<file path="src/design/wfc_pkg.sv">
// shared types and constants for the windowed fir convolution unit
// no dependencies; imported by every module of the block
package wfc_pkg;

  // sizing of the filter and the arithmetic
  localparam int MAX_TAPS  = 64;
  localparam int SAMPLE_W  = 16;
  localparam int PROD_W    = 2 * SAMPLE_W;
  localparam int ACC_W     = 38;
  localparam int IDX_W     = 6;
  localparam int TAP_CNT_W = 7;
  localparam int WIN_W     = 16;
  localparam int SIDX_W    = 17;
  localparam int N_W       = $clog2(MAX_TAPS + 1);
  localparam int CNT_W     = (N_W > TAP_CNT_W) ? N_W : TAP_CNT_W;
  localparam int POS_W     = SIDX_W + 1;

  // stream and register port sizing
  localparam int S_TDATA_W = 24;
  localparam int M_TDATA_W = 40;
  localparam int PADDR_W   = 4;
  localparam int PDATA_W   = 32;

  // register map
  localparam logic [PADDR_W-1:0] REG_TAP_COUNT    = 4'h0;
  localparam logic [PADDR_W-1:0] REG_FIRST_OUTPUT = 4'h4;
  localparam logic [PADDR_W-1:0] REG_OUTPUT_COUNT = 4'h8;

  // register reset values
  localparam logic [TAP_CNT_W-1:0] TAP_COUNT_RST    = 7'd64;
  localparam logic [WIN_W-1:0]     FIRST_OUTPUT_RST = 16'd0;
  localparam logic [WIN_W-1:0]     OUTPUT_COUNT_RST = 16'd256;

  // input beat commands
  typedef enum logic {
    CMD_LOAD = 1'b0,
    CMD_PUSH = 1'b1
  } cmd_e;

  // sequencer states
  typedef enum logic [1:0] {
    ST_IDLE,
    ST_SWEEP,
    ST_HOLD
  } state_e;

  // controls broadcast to the cell row
  typedef struct packed {
    logic shift;
    logic clear;
    logic start;
  } cell_ctl_t;

endpackage

</file>
<file path="src/design/wfc_ctrl.sv">
// sequencer, output window and result register of the convolution unit
// depends on wfc_pkg
module wfc_ctrl import wfc_pkg::*; (
  input  logic                    clk_i,
  input  logic                    rst_ni,
  input  logic                    s_valid_i,
  input  cmd_e                    cmd_i,
  input  logic                    eot_i,
  output logic                    s_ready_o,
  input  logic [CNT_W-1:0]        n_eff_i,
  input  logic [WIN_W-1:0]        first_output_i,
  input  logic [WIN_W-1:0]        output_count_i,
  input  logic                    go_done_i,
  input  logic signed [ACC_W-1:0] sum_i,
  output cell_ctl_t               cell_ctl_o,
  output logic                    m_valid_o,
  input  logic                    m_ready_i,
  output logic [ACC_W-1:0]        m_result_o,
  output logic                    m_last_o
);

  state_e             state_q, state_d;
  logic [SIDX_W-1:0]  sidx_q, sidx_d;
  logic               start_q;
  logic               emit_q, last_q, eot_q;
  logic               out_valid_q;
  logic [ACC_W-1:0]   out_result_q;
  logic               out_last_q;

  logic               push_acc;
  logic               finish;
  logic               done_item;
  logic               load_out;
  logic [CNT_W:0]     n_plus;
  logic [WIN_W-1:0]   first_def;
  logic [WIN_W-1:0]   first_eff;
  logic [POS_W-1:0]   pos;
  logic [POS_W-1:0]   first_ext;
  logic [POS_W-1:0]   win_end;
  logic               in_win;
  logic               is_last;

  assign s_ready_o = (state_q == ST_IDLE);
  assign push_acc  = s_valid_i && s_ready_o && (cmd_i == CMD_PUSH);

  // window bounds for the sample being pushed
  assign n_plus    = {1'b0, n_eff_i} + {{CNT_W{1'b0}}, 1'b1};
  assign first_def = (n_plus[CNT_W:1] == '0) ? WIN_W'(1) : WIN_W'(n_plus[CNT_W:1]);
  assign first_eff = (first_output_i != '0) ? first_output_i : first_def;
  assign pos       = {1'b0, sidx_q} + POS_W'(1);
  assign first_ext = POS_W'(first_eff);
  assign win_end   = POS_W'(first_eff) + POS_W'(output_count_i);
  assign in_win    = (output_count_i != '0) && (pos >= first_ext) && (pos < win_end);
  assign is_last   = (pos == win_end - POS_W'(1));

  // saturating sample counter, cleared by end of trace
  always_comb begin
    sidx_d = sidx_q;
    if (push_acc) begin
      if (eot_i) begin
        sidx_d = '0;
      end else if (sidx_q != {SIDX_W{1'b1}}) begin
        sidx_d = sidx_q + SIDX_W'(1);
      end
    end
  end

  // item hand-off when the sweep has left the last cell
  assign finish    = ((state_q == ST_SWEEP) && go_done_i) || (state_q == ST_HOLD);
  assign done_item = finish && (!emit_q || !out_valid_q || m_ready_i);
  assign load_out  = done_item && emit_q;

  // next state
  always_comb begin
    state_d = state_q;
    case (state_q)
      ST_IDLE: begin
        if (push_acc) state_d = ST_SWEEP;
      end
      ST_SWEEP: begin
        if (go_done_i) state_d = done_item ? ST_IDLE : ST_HOLD;
      end
      ST_HOLD: begin
        if (done_item) state_d = ST_IDLE;
      end
      default: state_d = ST_IDLE;
    endcase
  end

  // cell row controls
  always_comb begin
    cell_ctl_o.shift = push_acc;
    cell_ctl_o.clear = done_item && eot_q;
    cell_ctl_o.start = start_q;
  end

  // control registers
  always_ff @(posedge clk_i or negedge rst_ni) begin
    if (!rst_ni) begin
      state_q     <= ST_IDLE;
      sidx_q      <= '0;
      start_q     <= 1'b0;
      emit_q      <= 1'b0;
      last_q      <= 1'b0;
      eot_q       <= 1'b0;
      out_valid_q <= 1'b0;
    end else begin
      state_q <= state_d;
      sidx_q  <= sidx_d;
      start_q <= push_acc;
      if (push_acc) begin
        emit_q <= in_win;
        last_q <= is_last;
        eot_q  <= eot_i;
      end
      if (load_out) begin
        out_valid_q <= 1'b1;
      end else if (m_ready_i) begin
        out_valid_q <= 1'b0;
      end
    end
  end

  // result register
  always_ff @(posedge clk_i) begin
    if (load_out) begin
      out_result_q <= sum_i;
      out_last_q   <= last_q;
    end
  end

  assign m_valid_o  = out_valid_q;
  assign m_result_o = out_result_q;
  assign m_last_o   = out_last_q;

`ifndef SYNTH
  // the sweep token leaves the row only while a sweep runs
  a_done_in_sweep: assert property (@(posedge clk_i) disable iff (!rst_ni)
    go_done_i |-> state_q == ST_SWEEP)
    else $error("sweep token left the row outside a sweep");

  // the token enters the row right after a push
  a_start_in_sweep: assert property (@(posedge clk_i) disable iff (!rst_ni)
    cell_ctl_o.start |-> state_q == ST_SWEEP)
    else $error("sweep started outside a sweep");

  // history is never shifted and cleared together
  a_clear_no_shift: assert property (@(posedge clk_i) disable iff (!rst_ni)
    cell_ctl_o.clear |-> !cell_ctl_o.shift)
    else $error("history clear during shift");

  // holding only happens for a result blocked by a full output register
  a_hold_reason: assert property (@(posedge clk_i) disable iff (!rst_ni)
    state_q == ST_HOLD |-> emit_q && out_valid_q)
    else $error("hold without a blocked result");
`endif

endmodule

</file>
<file path="config.mk">
export PLATFORM = sky130hd
export DESIGN_NAME = wfc_ctrl
export DESIGN_NICKNAME = d
export VERILOG_FILES = /design/src/design/wfc_pkg.sv /design/src/design/wfc_ctrl.sv
export SDC_FILE = /design/constraint.sdc
export NUM_CORES = 1
export LEC_CHECK = 0
export ABC_CLOCK_PERIOD_IN_PS = 3060
export BUFFER_PORTS_ARGS = -buffer_cell sky130_fd_sc_hd__clkbuf_2
export CORE_MARGIN = 3
export CORE_UTILIZATION = 49
export DETAILED_ROUTE_END_ITERATION = 8
export GPL_ROUTABILITY_DRIVEN = 0
export GPL_TIMING_DRIVEN = 1
export PLACE_DENSITY_LB_ADDON = 0.1
export SLEW_MARGIN = 20
export SYNTH_ARGS = -nofsm -noshare
export SYNTH_HDL_FRONTEND = slang
export SYNTH_SLANG_ARGS = --single-unit
</file>
<file path="constraint.sdc">
create_clock -name clk_i -period 3.06 [get_ports clk_i]
set_clock_uncertainty 0.05 [all_clocks]
set_input_delay 0.153 -clock clk_i [delete_from_list [all_inputs] [get_ports clk_i]]
set_output_delay 0.153 -clock clk_i [all_outputs]
set_load 0.01 [all_outputs]
</file>
# Yosys cells after proc, flatten, opt, wreduce, memory -nomap -nowiden
# Index checks and enable logic that the tools add are counted.
[totals]
ff_bits = 63
latchBits = 0
mem_bits_rw = 0
mem_bits_ro = 0
input_bits = 84
output_inout_bits = 44
elab_cells = 55
memories = 0
[classes]
addsub = 5
mul = 0
div_mod_pow = 0
n_lt_le_gt_ge = 2
n_eq_ne = 7
shifts = 0
n_mux = 11
bitwise = 0
n_reduce_logical = 21
[ops]
columns = ["op", "n"]
rows = [
  ["$mux 17", 2],
  ["$reduce_bool 16->1", 2],
  ["$add 17x1->18 const B", 1],
  ["$eq 18x18->1", 1],
  ["$ge 18x16->1", 1],
  ["$lt 18x17->1", 1],
  ["$sub 17x1->18 const B", 1],
  ["$add 16x16->17", 1],
  ["$add 17x1->17 const B", 1],
  ["$ne 17x17->1 const B", 1],
  ["$mux 16", 1],
  ["$add 7x1->8 const B", 1],
  ["$logic_and 1x1->1", 8],
  ["$mux 2", 4],
  ["$logic_not 7->1", 1],
  ["$mux 7", 1],
  ["$pmux 2 s3", 1],
  ["$ne 2x2->1 const B", 2],
  ["$reduce_bool 2->1", 2],
  ["$logic_or 1x1->1", 3],
  ["$reduce_and 3->1", 1],
  ["$eq 2x1->1 const B", 1],
  ["$eq 2x2->1 const B", 1],
  ["$logic_not 1->1", 2],
  ["other kinds (4)", 5],
]

# Logic depth before layout (Yosys ltp)
[depth]
depth_word = 7
depth_mapped = 22

# Least setup slack after synthesis
# OpenSTA, ideal clock, no wires.
[synth_timing]
path_kind = "input to register"
start = "input n_eff_i[0]"
end = "register last_q"
setup_ns = 0.087
arrival_time_ns = 3.635
t_required_ns = 2.923
path_slack_ns = -0.712
path_stages = 18
cell_sequence = "ha_1 or4_1 o21ai_0 a31oi_1 o21bai_1 ha_1 inv_1 fa_1 xor2_1 nand2_1 a21oi_1 o21ai_1 nor3_2 nand4_1 xnor2_1 nor4_1 a41oi_1 a211oi_2"
[synth_between]
elab_chain_len = 7
[synth_rtl]
columns = ["item", "line", "source"]
rows = [
  ["start: declaration", "wfc_ctrl.sv:10", "input logic [CNT_W-1:0] n_eff_i,"],
  ["$add 7x1->8 *", "wfc_ctrl.sv:47", "assign n_plus = {1'b0, n_eff_i} + {{CNT_W{1'b0}}, 1'b1};"],
  ["$logic_not 7->1", "wfc_ctrl.sv:48", "assign first_def = (n_plus[CNT_W:1] == '0) ? WIN_W'(1) : WIN_W'(n_plus[CNT_W:1]);"],
  ["$mux 7 *", "wfc_ctrl.sv:48", ""],
  ["$mux 16 *", "wfc_ctrl.sv:49", "assign first_eff = (first_output_i != '0) ? first_output_i : first_def;"],
  ["$add 16x16->17 *", "wfc_ctrl.sv:52", "assign win_end = POS_W'(first_eff) + POS_W'(output_count_i);"],
  ["$sub 17x1->18 *", "wfc_ctrl.sv:54", "assign is_last = (pos == win_end - POS_W'(1));"],
  ["$eq 18x18->1 *", "wfc_ctrl.sv:54", ""],
  ["end signal: assignment", "wfc_ctrl.sv:113", "last_q <= is_last;"],
  ["end: declaration", "wfc_ctrl.sv:25", "logic emit_q, last_q, eot_q;"],
]
# Every way passes the cells marked *; elsewhere a longest branch is shown, timed or not.
# A chain may end at the register's enable or synchronous reset.

# Worst setup path in the final report
# Ends and elaborated chain as after synthesis.

==> implementation parameters <==
Parameter                              Value

Synthesis
  Synth top cells by count    ha_1 (53), inv_1 (45), edfxtp_1 (39), nand2_1 (38), xnor2_1 (32)
  Most used standard cell by instance count after synthesis    ha_1
  Warning count from the yosys run    0
  Number of enable-type register cells in the synthesized netlist    39
  Proportion of netlist area held by the largest area contributor    23.9%
  Netlist area before placement    4900 um2
  Sequential fraction of the synthesis area    36.2%
  Dominant register cell in the synthesized netlist    edfxtp_1
  Mean instance size in the synthesized netlist    9.53 um2
  Count of mapped cells out of synthesis    514
  Register bit total from synthesis    63
  Library cells used by synthesis    61
  Synthesized net count    652
  Top cells by area in the synthesized netlist    edfxtp_1 (24%), ha_1 (14%), dfrtp_1 (12%)
  Post-synthesis cell type with the largest combined area    edfxtp_1
  Share of flip-flops with an asynchronous set or reset after synthesis    38.1%

Timing
  Post-route minimum period    3.61 ns
  Post-route worst hold slack    0.0321 ns
  Peak Freq    277 MHz
  Rel. slew slack    58.8%
  Unrepaired setup endpoints after global routing    yes
  Worst Max-Slew Pin Slew    0.618 ns
  Number of hold-slack violations in the final timing report    0
  Final max-slew violation count    0
  Final setup margin    -0.551 ns
  Period Utilization, post-route    118%
  Endpoints failing setup    2

Setup path
  Origin of the critical flop-to-flop path    sidx_q[1]
  Terminus of the critical flop-to-flop path    emit_q
  Category of the critical setup timing path    in2reg
  Nature of the critical path endpoint    flop
  Endpoint of the worst setup timing path    last_q
  Launching element of the worst setup path    n_eff_i[0]
  Startpoint kind of the worst setup timing path    input port
  Arrival time at the worst endpoint    3.81 ns
  Worst reg2reg setup slack    0.07 ns
  Largest fanout on the critical path    3
  Required time at the worst-slack endpoint    3.26 ns
  Logic depth of the worst register-to-register path    11

Die
  Floorplan Core Area    9460 um2
  Die Span Y    106 um
  Initial cell density of the core    51.8%
  Cell row count    35
  Width of the die    106 um
  I/O Pins    128
  Die Area    11200 um2

Clock tree
  Buffer cell driving the clock tree root    clkbuf_8
  Clock sink count    63
  Number of levels in the clock H-tree    3
  Buffer levels on the longest clock path    2
  Clock tree from TritonCTS    yes
  Clock edge transition at the registers on the reported setup and hold paths    0.07 ns
  CTS Buf Count    9
  Clock Latency Late Sink    0.33 ns

Finish
  Share of post-route cells with drive strength above 1    39.2%
  Multi-input logic area    3170 um2
  Number of inserted filler cells in the final layout    686
  Antenna Diode Count    0
  Core Util, Final    76.9%
  Layout overhead on the synthesized area    48.5%
  Final std cells w/o fill    913
  FF/Latch Area    1770 um2
  Final layout net count    917

Status
  Violated checks    setup timing
  Status    complete, but fails checks

GRT
  Met1 track demand over resource    30.6%
  First-pass GRT wire length    22900 um
  Pin count of the biggest net entering global routing    39
  Via count of the first global-routing pass    5002
  Total Routing Usage GR    25.0%
  Most used routing layer    met2
  Number of antenna violations at the first check in global routing    0
  GR Layer Usage met3    3.28%
  GR Overflow Total    0
  Met2 Resource Use GR    46.4%

Route
  Routed Wire Length    13700 um
  Count of routing violations after the opening detailed-route iteration    234
  Routed length per instance    15.0 um
  1st-pass router iterations    5
  ANT nets after route    0
  Routed via count    4825
  Via count normalized by instance count    5.28
  Post-route DRC violation count    0

Place
  Count of buffers from port buffering    127
  Number of instances in the placed design    852
  Setup slack at placement    -1.00 ns
  Detailed placement HPWL    10500 um

Power
  Worst-case vdd ir drop    225 uV
  Overall power after layout    2550 uW
  Leak pwr    0.00352 uW
  Total power divided by cell area    350 nW/um2

Flow run
  Number of max-cap violations    0

Hold path
  Path category of the worst min-delay check    in2reg
==> stage by stage <==
step / area (um2) / setup TNS [ns]
2_1_floorplan: 4940 / -1.02
3_3_place_gp: 6410 / -1.85
3_5_place_dp: 6410 / -1.96
4_1_cts: 7140 / -0.928
5_1_grt: 7270 / -1.54
6_report: 7270 / -1.09
==> placed cells by master (no fill, tap or decap), types with 10 or more instances in the layout <==
cell type / count
xnor2_1: 27
nand2_1: 38
a21o_1: 10
clkbuf_2: 125
o21ai_0: 23
edfxtp_1: 39
nor2_1: 27
a21oi_1: 19
inv_1: 44
o21a_1: 11
nand4_1: 13
xor2_1: 17
dfrtp_1: 24
ha_1: 51
dlygate4sd3_1: 40
nand3_1: 17
buf_4: 101
==> cell families after synthesis <==
family,after synthesis,synth area share [%]
compound gates,118,17.1
simple gates,168,18.5
xor+xnor,51,9.40
buf+inv,59,4.68
flops,63,36.2
fa+ha+maj,54,14.0
mux,1,0.204
==> report_power, final <==
| part | internal (uW) | switching [uW] |
|---|---|---|
| registers | 918 | 13.0 |
| logic | 473 | 449 |
| clock network | 376 | 318 |
| total | 1770 | 780 |
==> worst min-delay path by stage <==
stage                      start    endpoint  slack, ns  cells past startpoint
after floorplan           rst_ni      emit_q      -0.19                      0
after global placement    rst_ni  sidx_q[12]       0.15                      1
after detailed placement  rst_ni  sidx_q[12]       0.15                      1
after CTS                  eot_i       eot_q       0.01                      3
after global routing       eot_i       eot_q       0.04                      3
final                      eot_i       eot_q       0.03                      3
==> cell type report <==
| type | instances | area share [%] |
|---|---|---|
| timing repair buffer | 268 | 24.9 |
| clock buffer | 9 | 1.70 |
| tap | 129 | 2.22 |
| clock inverter | 7 | 0.998 |
| multi-input combinational | 392 | 43.5 |
| sequential | 63 | 24.4 |
| inverter | 45 | 2.32 |
==> repair_timing <==
action                                 CTS  global route
endpoints found under the hold margin   63             0
setup endpoints to repair                2             2
setup buffers                            4             2
resized for setup                       22            22
hold buffers                            40             0
pin swaps                               30            15
==> flip-flops by register name, summed over array words and instances, names as in the netlist <==
name / cells
m_result_o: 38
sidx_q: 17
state_q: 2
emit_q: 1
eot_q: 1
last_q: 1
m_last_o: 1
m_valid_o: 1
start_q: 1
==> critical path, cell delays in order <==
cell       delay (ns)
buf_8            0.10
ha_4             0.15
or4_4            0.43
o21ai_4          0.08
a31oi_2          0.10
o21bai_1         0.24
ha_2             0.23
inv_2            0.04
fa_2             0.38
nor2b_4          0.17
o21a_1           0.17
o21a_1           0.19
nor2_2           0.07
xnor2_1          0.25
xnor2_1          0.22
o2111ai_4        0.17
nor4_2           0.34
a41oi_2          0.15
a211oi_2         0.18
==> metal layers <==
metal	wire [um]	up-vias	share of wire, %
met2	6840	155	50
met3	659	13	4.8
met1	5960	2252	44
li1	-	2405	-
met5	0	-	0
met4	199	0	1.5
Power figures use the tool's default switching activity.
