File: config.mk
export PLATFORM = sky130hd
export DESIGN_NAME = wfc_cell
export DESIGN_NICKNAME = d
export VERILOG_FILES = /design/src/design/wfc_pkg.sv /design/src/design/wfc_cell.sv
export SDC_FILE = /design/constraint.sdc
export NUM_CORES = 1
export LEC_CHECK = 0
export ABC_AREA = 1
export BUFFER_PORTS_ARGS = -buffer_cell sky130_fd_sc_hd__buf_2
export CORE_AREA = 2 2 192 194
export DETAILED_ROUTE_END_ITERATION = 10
export DIE_AREA = 0 0 194 196
export PLACE_DENSITY = 0.64
export SYNTH_ARGS = -nofsm -noshare
export SYNTH_HDL_FRONTEND = slang
export SYNTH_SLANG_ARGS = --single-unit
File: constraint.sdc
create_clock -name clk_i -period 21 [get_ports clk_i]
set_input_delay 6.3 -clock clk_i [delete_from_list [all_inputs] [get_ports clk_i]]
set_output_delay 6.3 -clock clk_i [all_outputs]
set_load 0.1 [all_outputs]
File: src/design/wfc_pkg.sv
// shared types and constants for the windowed fir convolution unit
// no dependencies; imported by every module of the block
package wfc_pkg;

  // sizing of the filter and the arithmetic
  localparam int MAX_TAPS  = 64;
  localparam int SAMPLE_W  = 16;
  localparam int PROD_W    = 2 * SAMPLE_W;
  localparam int ACC_W     = 38;
  localparam int IDX_W     = 6;
  localparam int TAP_CNT_W = 7;
  localparam int WIN_W     = 16;
  localparam int SIDX_W    = 17;
  localparam int N_W       = $clog2(MAX_TAPS + 1);
  localparam int CNT_W     = (N_W > TAP_CNT_W) ? N_W : TAP_CNT_W;
  localparam int POS_W     = SIDX_W + 1;

  // stream and register port sizing
  localparam int S_TDATA_W = 24;
  localparam int M_TDATA_W = 40;
  localparam int PADDR_W   = 4;
  localparam int PDATA_W   = 32;

  // register map
  localparam logic [PADDR_W-1:0] REG_TAP_COUNT    = 4'h0;
  localparam logic [PADDR_W-1:0] REG_FIRST_OUTPUT = 4'h4;
  localparam logic [PADDR_W-1:0] REG_OUTPUT_COUNT = 4'h8;

  // register reset values
  localparam logic [TAP_CNT_W-1:0] TAP_COUNT_RST    = 7'd64;
  localparam logic [WIN_W-1:0]     FIRST_OUTPUT_RST = 16'd0;
  localparam logic [WIN_W-1:0]     OUTPUT_COUNT_RST = 16'd256;

  // input beat commands
  typedef enum logic {
    CMD_LOAD = 1'b0,
    CMD_PUSH = 1'b1
  } cmd_e;

  // sequencer states
  typedef enum logic [1:0] {
    ST_IDLE,
    ST_SWEEP,
    ST_HOLD
  } state_e;

  // controls broadcast to the cell row
  typedef struct packed {
    logic shift;
    logic clear;
    logic start;
  } cell_ctl_t;

endpackage

File: src/design/wfc_cell.sv
// one filter cell: holds a tap and a history sample, adds its product,
// when its tap is enabled, to the partial sum passing by; depends on wfc_pkg
module wfc_cell import wfc_pkg::*; (
  input  logic                       clk_i,
  input  logic                       rst_ni,
  input  cell_ctl_t                  ctl_i,
  input  logic signed [SAMPLE_W-1:0] sample_i,
  input  logic                       tap_we_i,
  input  logic signed [SAMPLE_W-1:0] tap_i,
  input  logic                       tap_en_i,
  input  logic                       go_i,
  input  logic signed [ACC_W-1:0]    psum_i,
  output logic signed [SAMPLE_W-1:0] sample_o,
  output logic                       go_o,
  output logic signed [ACC_W-1:0]    psum_o
);

  logic signed [SAMPLE_W-1:0] sample_q;
  logic signed [SAMPLE_W-1:0] tap_q;
  logic                       go_q;
  logic signed [ACC_W-1:0]    psum_q;
  logic signed [ACC_W-1:0]    psum_d;
  logic signed [PROD_W-1:0]   prod;

  // history and tap storage, sweep token
  always_ff @(posedge clk_i or negedge rst_ni) begin
    if (!rst_ni) begin
      sample_q <= '0;
      tap_q    <= '0;
      go_q     <= 1'b0;
    end else begin
      if (ctl_i.clear) begin
        sample_q <= '0;
      end else if (ctl_i.shift) begin
        sample_q <= sample_i;
      end
      if (tap_we_i) begin
        tap_q <= tap_i;
      end
      go_q <= go_i;
    end
  end

  // multiply-accumulate on the passing partial sum
  assign prod   = PROD_W'(sample_q) * PROD_W'(tap_q);
  assign psum_d = tap_en_i ? psum_i + {{(ACC_W-PROD_W){prod[PROD_W-1]}}, prod} : psum_i;

  always_ff @(posedge clk_i) begin
    if (go_i) begin
      psum_q <= psum_d;
    end
  end

  assign sample_o = sample_q;
  assign go_o     = go_q;
  assign psum_o   = psum_q;

endmodule

# ---- Yosys cells after proc, flatten, opt, wreduce, memory -nomap -nowiden
# Cells that the tools add are included.
dict set report classes {
  n_addsub 1
  n_mul 1
  mux 3
  n_reduce_logical 1
}
# operator n
set op_table {}
lappend op_table {{adder 38 bit} 1}
lappend op_table {{two-way mux 38 bit} 1}
lappend op_table {{multiplier 16 x 16 -> 32 bit} 1}
lappend op_table {{two-way mux 16 bit} 2}
lappend op_table {{nonzero test 2 bit} 1}
dict set report totals {
  regBits 71
  in_bits 78
  output_inout_bits 55
}

# ---- Depth between registers and ports, before layout
# Gate-level depths: netlist of run 1.
dict set report depth {
  depth_word 3
  ltp_mapped 40
  mapped_depth_nobuf 38
}

# ---- Worst setup path after synthesis of run 1
# No wires, ideal clock.
dict set report synth_timing {
  path_kind {input to register}
  start {input psum_i[0]}
  end {register psum_q[16] (netlist: psum_o[16]) (data pin)}
  setup_time_ps 253
  t_arrival_ps 7816
  path_slack_ps 12931
  path_stages 13
  path_cell_list {ha_1 -> fa_1 -> nand2_1 -> nand2_1 -> nand2_1 -> nand2_2 -> nand2_1 -> nand2b_2 -> nand2_1 -> nand2_1 -> or2_1 -> nand3_1 -> nand2_1}
}
dict set report synth_between {
  elab_chain_cells 2
}
# item line
set synth_lines {}
lappend synth_lines {{start: declaration} wfc_cell.sv:12} ;# input logic signed [ACC_W-1:0] psum_i,
lappend synth_lines {{adder 38 bit} wfc_cell.sv:46} ;# assign psum_d = tap_en_i ? psum_i + {{(ACC_W-PROD_W){prod[PROD_W-1]}}, prod} : psum_i;
lappend synth_lines {{two-way mux 38 bit} wfc_cell.sv:46}
lappend synth_lines {{net psum_d[16]} wfc_cell.sv:22} ;# logic signed [ACC_W-1:0] psum_d;
lappend synth_lines {{end signal: assignment} wfc_cell.sv:50} ;# psum_q <= psum_d;
lappend synth_lines {{end: declaration} wfc_cell.sv:21} ;# logic signed [ACC_W-1:0] psum_q;
# The timed path passes the listed nets, and every way through them passes these cells.
# A chain may end at the register's enable or synchronous reset.

# ---- Worst setup path in the final report of run 1
dict set report layout_timing {
  start {register tap_q[1]}
  end {register psum_q[37] (netlist: psum_o[37]) (data pin)}
}
dict set report layout_between {
  elab_chain_cells 3
}
# item line
set layout_lines {}
lappend layout_lines {{start: declaration} wfc_cell.sv:19} ;# logic signed [SAMPLE_W-1:0] tap_q;
lappend layout_lines {{start signal: assignment} wfc_cell.sv:38} ;# tap_q <= tap_i;
lappend layout_lines {{multiplier 16 x 16 -> 32 bit} wfc_cell.sv:45} ;# assign prod = PROD_W'(sample_q) * PROD_W'(tap_q);
lappend layout_lines {{adder 38 bit} wfc_cell.sv:46}
lappend layout_lines {{two-way mux 38 bit} wfc_cell.sv:46}
lappend layout_lines {{net psum_d[37]} wfc_cell.sv:22}
# The timed path passes the listed nets, and every way through them passes these cells.

==> flow_summary_export.csv, run 1 <==
group,metric,value,unit
clock_network,cts_sinks,71,
critical_path,crit_arrival,8.57,ns
routing,drc_errors,0,
critical_path,cpMostUsedCell,"nand2_1",
global_routing,gr-max-usage-layer,"met2",
clock_network,cts_hold_buf,0,
logic_synthesis,yosysWarnings,0,
floorplan,die_x,194,um
min_path,hold_start,"sample_o[7]",
place,portBuffers,131,
global_routing,gr-total-overflow,0,
floorplan,row_count,70,
floorplan,initial_utilization,44.14,%
critical_path,critPathMaxStageDelay,0.74,ns
critical_path,reg2reg_from,"tap_q[1]",
critical_path,crit_buf_inv,6,
routing,wirelength,43630,um
critical_path,critPathCaptureType,"flip-flop",
clock_network,h-tree-depth,3,
critical_path,critical_path.startpoint_type,"flip-flop",
critical_path,cp.required,21.13,ns
logic_synthesis,ys_ff_latch,71,
timing,fin_crit_sh,40.15,%
global_routing,grt_pass1_vias,13630,
clock_network,cts_root_buf,"clkbuf_16",
min_path,hp-class,"reg -> reg",
timing,rsz0062_at_grt,"false",
global_routing,grt_max_degree,45,
timing,clock_skew,0.008947,ns
timing,worst-slew-pin-transition,1.169,ns
timing,hold_viol_final,0,
timing,max_slew_margin,21.61,%
clock_network,clk_path_buf_depth,2,
timing,setup_viol,0,
timing,max_freq,118.6,MHz
floorplan,io_pins,133,
logic_synthesis,syn-instance-count,2104,
logic_synthesis,yosysSeqAreaShare,12.35,%
clock_network,cts_buffers,9,
layout,layout.nets,2632,
critical_path,cp_max_fo,17,
place,gp_congestion,0.8983,
logic_synthesis,syn_nets,2565,
floorplan,die_area,38020,um^2
clock_network,cts_setup_buffers,0,
routing,route.vias.total,13210,
critical_path,path_delay_family,"adder cells",
routing,ant_nets,0,
logic_synthesis,async_flop_share,46.48,%
place,dp_hpwl,36810,um
floorplan,coreArea,36080,um^2
run,maxCapViolCount,0,
routing,first_pass_iters,8,
timing,period_minus_slack,8.432,ns
logic_synthesis,avgSynthCellArea,7.570,um^2
layout,syn2layout_area_growth,7.770,%
layout,fillCellCount,3614,
logic_synthesis,synth_area,15930,um^2
layout,n_antenna_cell,0,
logic_synthesis,synth-edff-count,38,
global_routing,grt_use_met1,32.71,%
run_status,status,"complete, no violations",
clock_network,cts_tree,"built",
logic_synthesis,synthFlopType,"edfxtp_1",
routing,wire_per_inst,16.50,um
logic_synthesis,synth_cell_types,50,
clock_network,clock_latency,0.38,ns
global_routing,antenna_found_initial,0,
routing,drt_iter0_drc,870,
global_routing,grt_use_total,24.09,%
critical_path,critPathLaunch,"tap_q[1]",
global_routing,grt_pass1_wl,72470,um
timing,drv_slew,0,
critical_path,critPathSlowestCell,"fa_1",
clock_network,clk_transition_reported_paths,0.07,ns
floorplan,chipHeight,196,um
timing,totalNegativeSetupSlack,0,ns
routing,via_per_inst,4.996,
clock_network,ctsResizeCount,0,
layout,drive_gt1_share,10.20,%
global_routing,gr-usage-met3,2.682,%
critical_path,critical_path_class,"reg -> reg",
global_routing,grt_util_met2,41.72,%
## tightest hold or removal path: cells and delay by family (launching register included)
kind            cells  cell delay, ns
buf+inv             1            0.09
flops               1            0.52
compound gates      1            0.08
## cell type report
type / count / area (um^2) / share of cell area [%]
sequential: 71 / 1967 / 11.46
timing repair buffer: 134 / 678.2 / 3.951
inverter: 536 / 2012 / 11.72
multi-input combinational: 1419 / 11650 / 67.86
tap: 468 / 585.6 / 3.412
clock inverter: 7 / 48.80 / 0.2843
clock buffer: 9 / 225.2 / 1.312
## path summary, 6_finish.rpt
| check | endpoint | depth (start not counted) | slack (ns) |
|---|---|---|---|
| setup / recovery | psum_o[37] | 33 | 12.57 |
| hold / removal | sample_o[7] | 2 | 0.74 |
| setup reg to reg | psum_o[37] | 33 | 12.57 |
| hold reg to reg | sample_o[7] | 2 | 0.74 |
| max in group asynchronous | sample_o[11] | 1 | 14.44 |
| min in group asynchronous | sample_o[3] | 1 | 6.02 |
## logic make-up after synthesis
group,after synthesis,share of synthesized area [%]
adder cells (fa/ha/maj),383,42.49
buffers and inverters,614,14.52
flip-flops,71,12.35
XOR/XNOR,36,1.980
AO/OA/AOI/OAI,185,6.843
multiplexers,15,1.061
AND/OR/NAND/NOR,800,20.76
## registers in the layout, indices dropped and copies added (netlist names)
| signal | flops |
|---|---|
| sample_o | 16 |
| go_o | 1 |
| psum_o | 38 |
| tap_q | 16 |
## Yosys cell counts, drive strengths merged (4+ instances only)
cell / number / area (um^2)
ha: 120 / 1501
a21oi: 68 / 370.4
clkbuf: 74 / 277.8
inv: 533 / 2001
or2: 6 / 37.54
a21o: 7 / 52.55
mux2: 15 / 168.9
a31oi: 13 / 81.33
xor2: 20 / 175.2
nor2: 120 / 473.0
o21ai: 77 / 400.4
edfxtp: 38 / 1141
o21bai: 8 / 71.32
nand4: 14 / 87.58
fa: 263 / 5265
buf: 4 / 22.52
xnor2: 16 / 140.1
nand2: 556 / 2130
nand3b: 6 / 45.04
nand3: 83 / 445.4
dfrtp: 33 / 825.8
nor3: 10 / 55.05
## layer usage
metal  routed length (um)  vias up
met4                  637        0
met5                    0        -
met3                 1783       44
met2                21460      340
li1                     -     6390
met1                19750     6436
## through the flow
| step | hold slack (ns) | std cells | setup slack (ns) | area (um^2) | util (%) |
|---|---|---|---|---|---|
| after global routing | 0.7938 | 2644 | 11.98 | 17160 | 47.57 |
| final | 0.7390 | 2644 | 12.57 | 17160 | 47.57 |
| after global placement | 0.7142 | 2628 | 12.31 | 16890 | 46.81 |
| after detailed placement | 0.7287 | 2628 | 12.30 | 16890 | 46.81 |
| after CTS | 0.7396 | 2644 | 12.62 | 17160 | 47.57 |
| after floorplan | 0.6100 | 2104 | 12.93 | 15930 | - |
## layout by cell type (no fill, tap or decap), drive strengths merged, types with 2 or more instances in the layout
cell type,Yosys,routed
and3,2,2
a21oi,68,68
or2,6,6
clkinv,3,8
o21bai,8,8
xnor2,16,16
edfxtp,38,38
nand2,556,556
o21ai,77,77
ha,120,120
buf,4,134
a31oi,13,13
nor2,120,120
a211oi,2,2
clkbuf,74,9
fa,263,263
a21o,7,7
a21boi,3,3
inv,533,534
mux2,15,15
nand4,14,14
nor3,10,10
nand3b,6,6
o211ai,3,3
dfrtp,33,33
xor2,20,20
nand3,83,83
Power of run 1 is left out: the tool's default activity adds up to more than one toggle a clock period on the data nets, which glitch-free logic cannot reach.
==> run 2: changes to the inputs <==
ABC_AREA = 0   (was 1)
CORE_AREA = 2 2 182 184   (was 2 2 192 194)
DIE_AREA = 0 0 184 186   (was 0 0 194 196)
PLACE_DENSITY = 0.67   (was 0.64)
clock period = 7.3 ns   (was 21 ns; I/O delays follow)
==> flow_summary_export.csv, run 2 <==
group,metric,value,unit
logic_synthesis,yosysTopAreaCellShare,36.73,%
clock_network,cts_tree,"built",
critical_path,critPathCaptureType,"flip-flop",
clock_network,cts_root_buf,"clkbuf_16",
clock_network,clk_path_buf_depth,2,
critical_path,cp_max_fo,5,
place,dp_hpwl,30850,um
floorplan,initial_utilization,44.51,%
run_status,status,"finished with violations",
logic_synthesis,avgSynthCellArea,9.646,um^2
timing,rsz0062_at_grt,"true",
logic_synthesis,synth_top_cells_by_count,"inv_1 (303), fa_1 (263), nand2_1 (150)",
logic_synthesis,synth-edff-count,38,
logic_synthesis,yosysMostFrequentCell,"inv_1",
logic_synthesis,async_flop_share,46.48,%
layout,largest_register_ffs,38,
timing,drv_slew,0,
floorplan,coreArea,32210,um^2
critical_path,critical_path_class,"reg -> reg",
min_path,hp-class,"reg -> reg",
timing,period_minus_slack,8.145,ns
clock_network,clk_transition_reported_paths,0.07,ns
timing,max_slew_margin,34.67,%
place,portBuffers,131,
critical_path,rr_endpoint,"psum_o[28]",
timing,fin_crit_sh,111.6,%
routing,wirelength,36960,um
logic_synthesis,yosys.area.top_type,"fa_1",
clock_network,cts_hold_buf,0,
routing,route.vias.total,11510,
routing,ant_nets,0,
routing,first_pass_iters,5,
logic_synthesis,synthFlopType,"edfxtp_1",
global_routing,grt_pass1_vias,12170,
floorplan,die_x,184,um
floorplan,row_count,66,
run_status,violations,"setup timing",
critical_path,crit_arrival,8.25,ns
logic_synthesis,synth_area,14330,um^2
timing,max_freq,122.8,MHz
global_routing,grt_pass1_wl,59750,um
floorplan,chipHeight,186,um
timing,setup_slack,-0.8450,ns
routing,drc_errors,0,
logic_synthesis,syn-instance-count,1486,
critical_path,critPathSlowestCell,"fa_1",
layout,syn2layout_area_growth,25.88,%
place,dpl_cell_area,17140,um^2
critical_path,cpMostUsedCell,"fa_1",
critical_path,critical_path.startpoint_type,"flip-flop",
global_routing,grt_use_total,22.41,%
layout,final_cell_area,18040,um^2
timing,worst-slew-pin-transition,0.9799,ns
critical_path,reg2reg_from,"sample_o[5]",
critical_path,rrSetupSlack,-0.85,ns
global_routing,gr-total-overflow,0,
layout,layout_commonest_cell,"inv_1",
logic_synthesis,ys_ff_latch,71,
critical_path,cp.required,7.41,ns
run,maxCapViolCount,0,
timing,clock_skew,0.008610,ns
logic_synthesis,yosysSeqAreaShare,13.72,%
min_path,hold_end,"sample_o[1]",
layout,final_cell_mix,"inv_1 (295), fa_1 (257), buf_4 (228)",
routing,wire_per_inst,16.51,um
routing,drt_iter0_drc,594,
clock_network,h-tree-depth,3,
clock_network,cts_sinks,71,
clock_network,cts_buffers,9,
logic_synthesis,synth_area_leaders,"fa_1 (37%), ha_1 (10%), edfxtp_1 (8.0%)",
routing,via_per_inst,5.140,
layout,layout.nets,2284,
floorplan,io_pins,133,
place,gp_congestion,0.9002,
timing,setup_viol,20,
floorplan,die_area,34220,um^2
min_path,min_path_cells,3,
timing,hold_viol_final,0,
critical_path,critPathMaxStageDelay,0.54,ns
logic_synthesis,yosysWarnings,0,
min_path,hold_start,"sample_o[1]",
logic_synthesis,syn_nets,1947,
layout,drive_gt1_share,30.03,%
logic_synthesis,synth_cell_types,61,
critical_path,r2r_cells,32,
global_routing,grt_max_degree,46,
clock_network,clock_latency,0.36,ns
global_routing,antenna_found_initial,3,
-- run 2: area by class of cell --
type | count | area, um^2
antenna | 3 | 7.507
clock buffer | 9 | 225.2
multi-input combinational | 1064 | 11490
timing repair buffer | 374 | 2567
inverter | 303 | 1137
tap | 408 | 510.5
sequential | 71 | 2029
fill | 2834 | 14160
clock inverter | 7 | 71.32
-- run 2: worst max path at each step --
stage,from,to,slack (ns)
3_5_place_dp,sample_o[9],psum_o[37],-0.99
5_1_grt,sample_o[5],psum_o[37],-1.12
3_3_place_gp,tap_q[4],psum_o[37],-0.91
2_1_floorplan,sample_o[11],psum_o[30],-0.63
4_1_cts,sample_o[9],psum_o[30],-0.75
6_report,sample_o[5],psum_o[28],-0.85
-- run 2: logic make-up (layout without fill, tap and decap cells) --
| kind of cell | after synthesis | after routing | share of synthesized area (%) |
|---|---|---|---|
| fa+ha+maj | 383 | 383 | 47.21 |
| simple gates | 372 | 372 | 12.79 |
| buf+inv | 351 | 693 | 9.244 |
| compound gates | 178 | 178 | 7.996 |
| flops | 71 | 71 | 13.72 |
| xor+xnor | 70 | 70 | 4.373 |
| mux | 61 | 61 | 4.670 |
| other cells | 0 | 3 | 0 |
-- run 2: through the flow --
stage | worst slack, ns | hold WS (ns) | setup TNS, ns | cells | util [%]
6_report | -0.8450 | 0.6813 | -8.700 | 2239 | 56.03
5_1_grt | -1.116 | 0.7186 | -13.98 | 2239 | 56.03
4_1_cts | -0.7455 | 0.6939 | -7.868 | 2220 | 54.93
3_5_place_dp | -0.9871 | 0.6775 | -11.73 | 2196 | 53.23
3_3_place_gp | -0.9051 | 0.6394 | -11.11 | 2196 | 53.23
2_1_floorplan | -0.6267 | 0.5621 | -4.029 | 1486 | -
-- run 2: per-layer routing --
| metal | track usage, % | routed length, um | up-vias |
|---|---|---|---|
| li1 | - | - | 5330 |
| met1 | 28.26 | 15120 | 5820 |
| met2 | 39.82 | 19120 | 295 |
| met3 | 3.170 | 1761 | 64 |
| met4 | 7.072 | 959 | 0 |
| met5 | 0 | 0 | - |
-- run 2: critical path: cells and delay by family (launching register included) --
family / cells / cell delay [ns]
compound gates: 10 / 2.05
flops: 1 / 0.49
xor+xnor: 2 / 0.34
simple gates: 4 / 0.41
fa+ha+maj: 8 / 3.59
buf+inv: 7 / 0.75
mux: 1 / 0.27
-- run 2: timing repair --
item                                    4_1_cts  5_1_grt
gates resized for setup                      44       59
endpoints found under the setup margin       23       23
hold endpoints to repair                      0        0
pin swaps                                    22       83
buffers inserted                              8       16
Power of run 2 is left out for the same reason.
==> run 3: changes to the inputs <==
==> constraint.sdc (replaced) <==
create_clock -name clk_i -period 7.3 [get_ports clk_i]
set_input_delay 0.73 -clock clk_i [delete_from_list [all_inputs] [get_ports clk_i]]
set_output_delay 0.73 -clock clk_i [all_outputs]
set_load 0.1 [all_outputs]
==> flow_summary_export.csv, run 3 (same netlist as run 2, synthesis figures left out) <==
group,metric,value,unit
run_status,status,"finished with violations",
run_status,violations,"setup timing",
clock_network,cts_tree,"built",
layout,syn2layout_area_growth,27.39,%
layout,layout.nets,2292,
floorplan,io_pins,133,
clock_network,clk_transition_reported_paths,0.07,ns
layout,n_antenna_cell,0,
floorplan,row_count,66,
routing,ant_nets,0,
global_routing,grt_pass1_vias,12250,
critical_path,reg2reg_from,"sample_o[11]",
critical_path,crit_buf_inv,7,
timing,drv_slew,0,
critical_path,rr_endpoint,"psum_o[28]",
global_routing,grt_use_total,23.56,%
critical_path,cp_max_fo,7,
critical_path,critPathSlowestCell,"fa_1",
layout,fillCellCount,2790,
timing,max_freq,125.7,MHz
layout,final_cell_mix,"inv_1 (282), fa_1 (247), buf_4 (223)",
clock_network,cts_sinks,71,
critical_path,cp.required,7.41,ns
layout,largest_register_ffs,38,
timing,hold_viol_final,0,
routing,drt_iter0_drc,564,
critical_path,rrSetupSlack,-0.66,ns
critical_path,r2r_cells,32,
critical_path,critPathMaxStageDelay,0.53,ns
floorplan,die_area,34220,um^2
global_routing,gr-total-overflow,0,
routing,first_pass_iters,5,
floorplan,initial_utilization,44.51,%
floorplan,die_x,184,um
critical_path,critPathCaptureType,"flip-flop",
timing,period_minus_slack,7.958,ns
min_path,hp-class,"in -> async",
routing,wirelength,38480,um
global_routing,grt_pass1_wl,62030,um
clock_network,clk_path_buf_depth,2,
layout,post-route-util,56.70,%
place,portBuffers,131,
clock_network,cts_buffers,9,
timing,worst-slew-pin-transition,0.9734,ns
layout,layout_commonest_cell,"inv_1",
critical_path,path_delay_family,"adder cells",
critical_path,cpMostUsedCell,"fa_1",
routing,wire_per_inst,17.15,um
clock_network,cts_hold_buf,0,
floorplan,coreArea,32210,um^2
global_routing,grt_max_degree,46,
critical_path,critical_path_class,"reg -> reg",
place,gp_congestion,0.9410,
place,dpl_cell_area,17120,um^2
clock_network,h-tree-depth,3,
timing,max_slew_margin,35.11,%
run,maxCapViolCount,0,
global_routing,antenna_found_initial,0,
critical_path,critical_path.startpoint_type,"flip-flop",
clock_network,clock_latency,0.36,ns
floorplan,chipHeight,186,um
routing,via_per_inst,5.172,
routing,drc_errors,0,
timing,setup_slack,-0.6581,ns
timing,rsz0062_at_grt,"true",
timing,clock_skew,0.009199,ns
clock_network,cts_root_buf,"clkbuf_16",
routing,route.vias.total,11610,
layout,drive_gt1_share,32.08,%
timing,fin_crit_sh,109.0,%
place,dp_hpwl,31910,um
critical_path,crit_arrival,8.07,ns
layout,final_cell_area,18260,um^2
timing,setup_viol,19,
run 3: changes by cell type in the layout (fill, tap and decap cells not counted), moves of 4 or more:
cell / before / now
buf_6: 10 / 19
buf_12: 4 / 8
nand2_2: 4 / 8
nand2_1: 146 / 142
fa_2: 6 / 16
inv_1: 295 / 282
inv_2: 8 / 20
buf_4: 228 / 223
fa_1: 257 / 247
run 3: final cells by class:
| cell class | count | area (um^2) | share of cell area (%) |
|---|---|---|---|
| multi-input combinational | 1064 | 11570 | 63.35 |
| timing repair buffer | 382 | 2719 | 14.89 |
| sequential | 71 | 2031 | 11.12 |
| inverter | 303 | 1140 | 6.242 |
| tap | 408 | 510.5 | 2.796 |
| clock buffer | 11 | 252.7 | 1.384 |
| clock inverter | 5 | 38.79 | 0.2124 |
run 3: worst max path at each step:
stage / slack, ns / cells after the start / end / start
floorplan: -0.63 / 33 / psum_o[30] / sample_o[11]
global placement: -0.69 / 32 / psum_o[37] / tap_q[4]
detailed placement: -0.85 / 32 / psum_o[37] / tap_q[4]
CTS: -0.62 / 29 / psum_o[30] / sample_o[6]
global route: -0.91 / 34 / psum_o[37] / sample_o[11]
finish: -0.66 / 32 / psum_o[28] / sample_o[11]
run 3: stage by stage:
step / instances / worst slack (ns) / TNS [ns] / hold slack [ns]
2_1_floorplan: 1486 / -0.6267 / -4.029 / 0.4344
3_3_place_gp: 2190 / -0.6856 / -8.324 / 0.7451
3_5_place_dp: 2190 / -0.8493 / -9.685 / 0.7370
4_1_cts: 2229 / -0.6238 / -6.680 / 0.5420
5_1_grt: 2244 / -0.9106 / -13.35 / 0.5783
6_report: 2244 / -0.6581 / -7.218 / 0.5255
run 3: per-layer routing:
metal / wire (um) / share of wire (%) / GRT usage (%) / vias to the layer above
li1: - / - / - / 5339
met1: 15620 / 41 / 29.44 / 5866
met2: 19480 / 51 / 41.25 / 327
met3: 2191 / 5.7 / 4.500 / 75
met4: 1192 / 3.1 / 7.488 / 0
met5: 0 / 0 / 0 / -
run 3: timing repair:
item                       in CTS  in global routing
setup buffers                  23                 16
resized for setup              82                 68
gates cloned                    0                  0
setup endpoints to repair      22                 23
pin swaps                      58                 49
Power of run 3 is left out for the same reason.
